**src/twgm_ram.sv**
```systemverilog
// ----------------------------------------------------------------------------
// twgm_ram
// Simple dual-port synchronous RAM: one write port, one read port with
// registered read data.
// ----------------------------------------------------------------------------
module twgm_ram #(
    parameter int DEPTH = 16,
    parameter int AW    = 4,
    parameter int DW    = 16
) (
    input  logic          i_clk,
    input  logic          i_we,
    input  logic [AW-1:0] i_waddr,
    input  logic [DW-1:0] i_wdata,
    input  logic [AW-1:0] i_raddr,
    output logic [DW-1:0] o_rdata
);

    logic [DW-1:0] r_mem [DEPTH];
    logic [DW-1:0] r_rdata;

    always_ff @(posedge i_clk) begin
        if (i_we) begin
            r_mem[i_waddr] <= i_wdata;
        end
        r_rdata <= r_mem[i_raddr];
    end

    assign o_rdata = r_rdata;

endmodule

```
**config.mk**
```make
export PLATFORM = sky130hd
export DESIGN_NAME = twgm_ram
export DESIGN_NICKNAME = d
export VERILOG_FILES = /design/src/twgm_ram.sv
export SDC_FILE = /design/constraint.sdc
export NUM_CORES = 1
export LEC_CHECK = 0
export BUFFER_PORTS_ARGS = -buffer_cell sky130_fd_sc_hd__buf_2
export CAP_MARGIN = 15
export CORE_UTILIZATION = 55
export DETAILED_ROUTE_END_ITERATION = 6
export PLACE_DENSITY = 0.72
export SETUP_SLACK_MARGIN = 0.3
export SYNTH_ARGS = -nofsm -noshare
export SYNTH_HDL_FRONTEND = slang
export SYNTH_SLANG_ARGS = --single-unit
```
**constraint.sdc**
```tcl
create_clock -name i_clk -period 3 [get_ports i_clk]
set_input_delay 0.6 -clock i_clk [delete_from_list [all_inputs] [get_ports i_clk]]
set_output_delay 0.6 -clock i_clk [all_outputs]
set_load 0.03 [all_outputs]
```
==> impl_metrics.json <==
{
  "layout.area.seq_mm2": 0.00801,
  "synth_commonest_cells": "edfxtp_1, mux4_2, a22oi_1",
  "r2r-end": "o_rdata[11]",
  "grt_usage_pct": 22.8,
  "diodes": 0,
  "finalWorstSetupSlack_ns": 1.32,
  "startpoint_type": "flop",
  "synth_xor_area_share_pct": 0,
  "cts_tree": "built",
  "finalCritPeriodShare_pct": 55.9,
  "worst_slew_pin_slew_ns": 0.826,
  "clockRootBuffer": "clkbuf_16",
  "die-area_mm2": 0.0188,
  "postCtsHoldBufs": 0,
  "grt_pass1_wl_um": 29700,
  "cpLargestDelayFamily": "flip-flops",
  "r2r_slack_ns": 1.66,
  "synthAdderAreaFrac_pct": 0,
  "die-width_um": 137,
  "async_flop_share_pct": 0,
  "stdcell_area_mm2": 0.0115,
  "synthFlopType": "edfxtp_1",
  "start_util_pct": 56.1,
  "power_density_mw_per_mm2": 670,
  "synth_nets": 458,
  "firstDrtPassIters": 6,
  "cts_resized": 0,
  "area_growth_pct": 15.0,
  "grt_pass1_vias": 4809,
  "cp.required_ns": 2.40,
  "drc": 0,
  "status": "completed",
  "critPathMaxFanout": 1,
  "fp-row-count": 49,
  "crit_path_top_delay_cell": "dfxtp_1",
  "final_util_pct": 64.5,
  "crit_buf_inv": 1,
  "multi_input_area_mm2": 0.00196,
  "wl_um": 20400,
  "yosysTopAreaCell": "edfxtp_1",
  "max_freq_ghz": 0.596,
  "final_antenna_net_count": 0,
  "numClockSinks": 272,
  "synth_seq_cells": 272,
  "drv_slew": 0,
  "synth_top_family_by_area": "multiplexers",
  "place_congestion": 0.731,
  "min_from": "i_wdata[11]",
  "htree_levels": 1,
  "routed_via_density": 6.15,
  "wl_per_cell_um": 26.9,
  "synth.cell_area_mm2": 0.0100,
  "yosysMostFrequentCell": "edfxtp_1",
  "final_nets": 535,
  "ctsLongestPathBuffers": 3,
  "place_ws_ns": 0.849,
  "synthSimpleGateAreaFrac_pct": 1.92,
  "overflow": 0,
  "core-area_mm2": 0.0179,
  "clock_skew_ns": 0.00951,
  "regToRegStartpoint": "r_mem[9][11]",
  "syn_area_per_cell_um2": 23.2,
  "ys_warn_count": 0,
  "cts_buffers": 27,
  "finalHoldViolations": 0,
  "ys_types": 19,
  "synth_cells": 432,
  "post_cts_buffers": 0,
  "fin_setup_tns_ns": 0,
  "muxShareOfSynthArea_pct": 14.7,
  "total_power_mw": 7.73,
  "synth_top_area_share_pct": 76.5,
  "timing.slew.headroom_pct": 44.7,
  "max_stage_delay_ns": 0.35,
  "die_y_um": 137,
  "period_needed_ns": 1.68,
  "critPathArrivalTime_ns": 1.08,
  "critical_path_class": "reg2out",
  "antenna_found_initial": 0,
  "seq_area_frac_synth_pct": 79.7,
  "maxCapViolCount": 0,
  "synth_compound_area_share_pct": 2.39,
  "vdd_ir_drop_max_v": 0.000537,
  "finalSetupViolCount": 0,
  "yosys-top-cells-area": "edfxtp_1, mux4_2, dfxtp_1, mux4_1, a22oi_1",
  "clk_pin_slew_worst_paths_ns": 0.06,
  "placed_area_mm2": 0.0107,
  "clock_latency_ns": 0.52,
  "cp-end-kind": "output pin",
  "io_buffers": 41,
  "vias": 4658,
  "grt_max_degree": 27,
  "hold_depth": 1,
  "nFillCells": 1169,
  "drt-initial-drc-count": 412,
  "hold_end": "r_mem[2][11]",
  "drive_above_1_share_pct": 33.1,
  "io_pins": 42,
  "p_leak_nw": 3.80,
  "min_path_type": "in2reg",
  "synth_edf_count": 256,
  "rsz0062_at_grt": "no",
  "r2r_cells": 3,
  "hpwlAfterDp_um": 11300,
  "path_cells": "buf_2"
}
-- final cells by class --
cell class                      count  share of cell area (%)
Multi-Input combinational cell    139                    17.0
Sequential cell                   272                    69.3
Clock buffer                       41                    6.57
Clock inverter                      8                   0.347
Tap cell                          229                    2.48
Timing Repair Buffer               69                    4.27
-- layer usage --
| metal | up-vias | track usage [%] | routed length (µm) |
|---|---|---|---|
| met3 | 45 | 3.74 | 1230 |
| met4 | 0 | 8.61 | 672 |
| met1 | 2452 | 29.5 | 7920 |
| met5 | - | 0 | 0 |
| li1 | 1991 | - | - |
| met2 | 170 | 39.1 | 10600 |
-- logic make-up (layout without fill, tap and decap cells) --
group,Yosys count,count (layout)
AO/OA/AOI/OAI,32,32
AND/OR/NAND/NOR,43,43
flip-flops,272,272
multiplexers,64,64
buffers and inverters,21,118
-- flip-flops by register name (all words and copies together), names as in the netlist --
name     cells
o_rdata     16
r_mem      256
-- stage by stage --
step,hold WS (ns),instances
6_report,0.456,758
5_1_grt,0.451,758
4_1_cts,0.435,758
3_5_place_dp,0.664,709
3_3_place_gp,0.647,709
2_1_floorplan,0.635,432
-- how the worst max path moves through the flow --
stage / startpoint / to / cells after the start
final: o_rdata[8] / o_rdata[8] / 1
after global routing: o_rdata[8] / o_rdata[8] / 1
after CTS: o_rdata[8] / o_rdata[8] / 1
after global placement: i_waddr[0] / r_mem[14][10] / 4
after floorplan: i_waddr[2] / r_mem[0][0] / 2
after detailed placement: i_waddr[0] / r_mem[15][10] / 4
-- cell usage in the layout (no fill, tap or decap) --
master / n
buf_12: 6
nor2_2: 12
clkbuf_1: 11
nand2_1: 17
nand3_1: 1
clkbuf_8: 3
and2_1: 1
buf_2: 40
a22oi_1: 32
nor2_1: 1
nand2b_1: 2
clkinv_1: 3
dfxtp_1: 16
nor2b_1: 2
nand3b_1: 2
nor3_2: 4
buf_4: 23
inv_6: 1
mux4_2: 54
mux4_1: 10
clkinv_2: 4
or3b_2: 1
clkbuf_16: 27
edfxtp_1: 256
-- report_power, final --
group	internal (mW)	total (mW)	switching [mW]	leakage (nW)
clock network	1.74	3.03	1.30	0.392
logic	0.166	0.426	0.260	0.958
registers	4.25	4.27	0.0244	2.45
total	6.15	7.73	1.58	3.80
No activity file was read; power rests on OpenSTA's default activity.
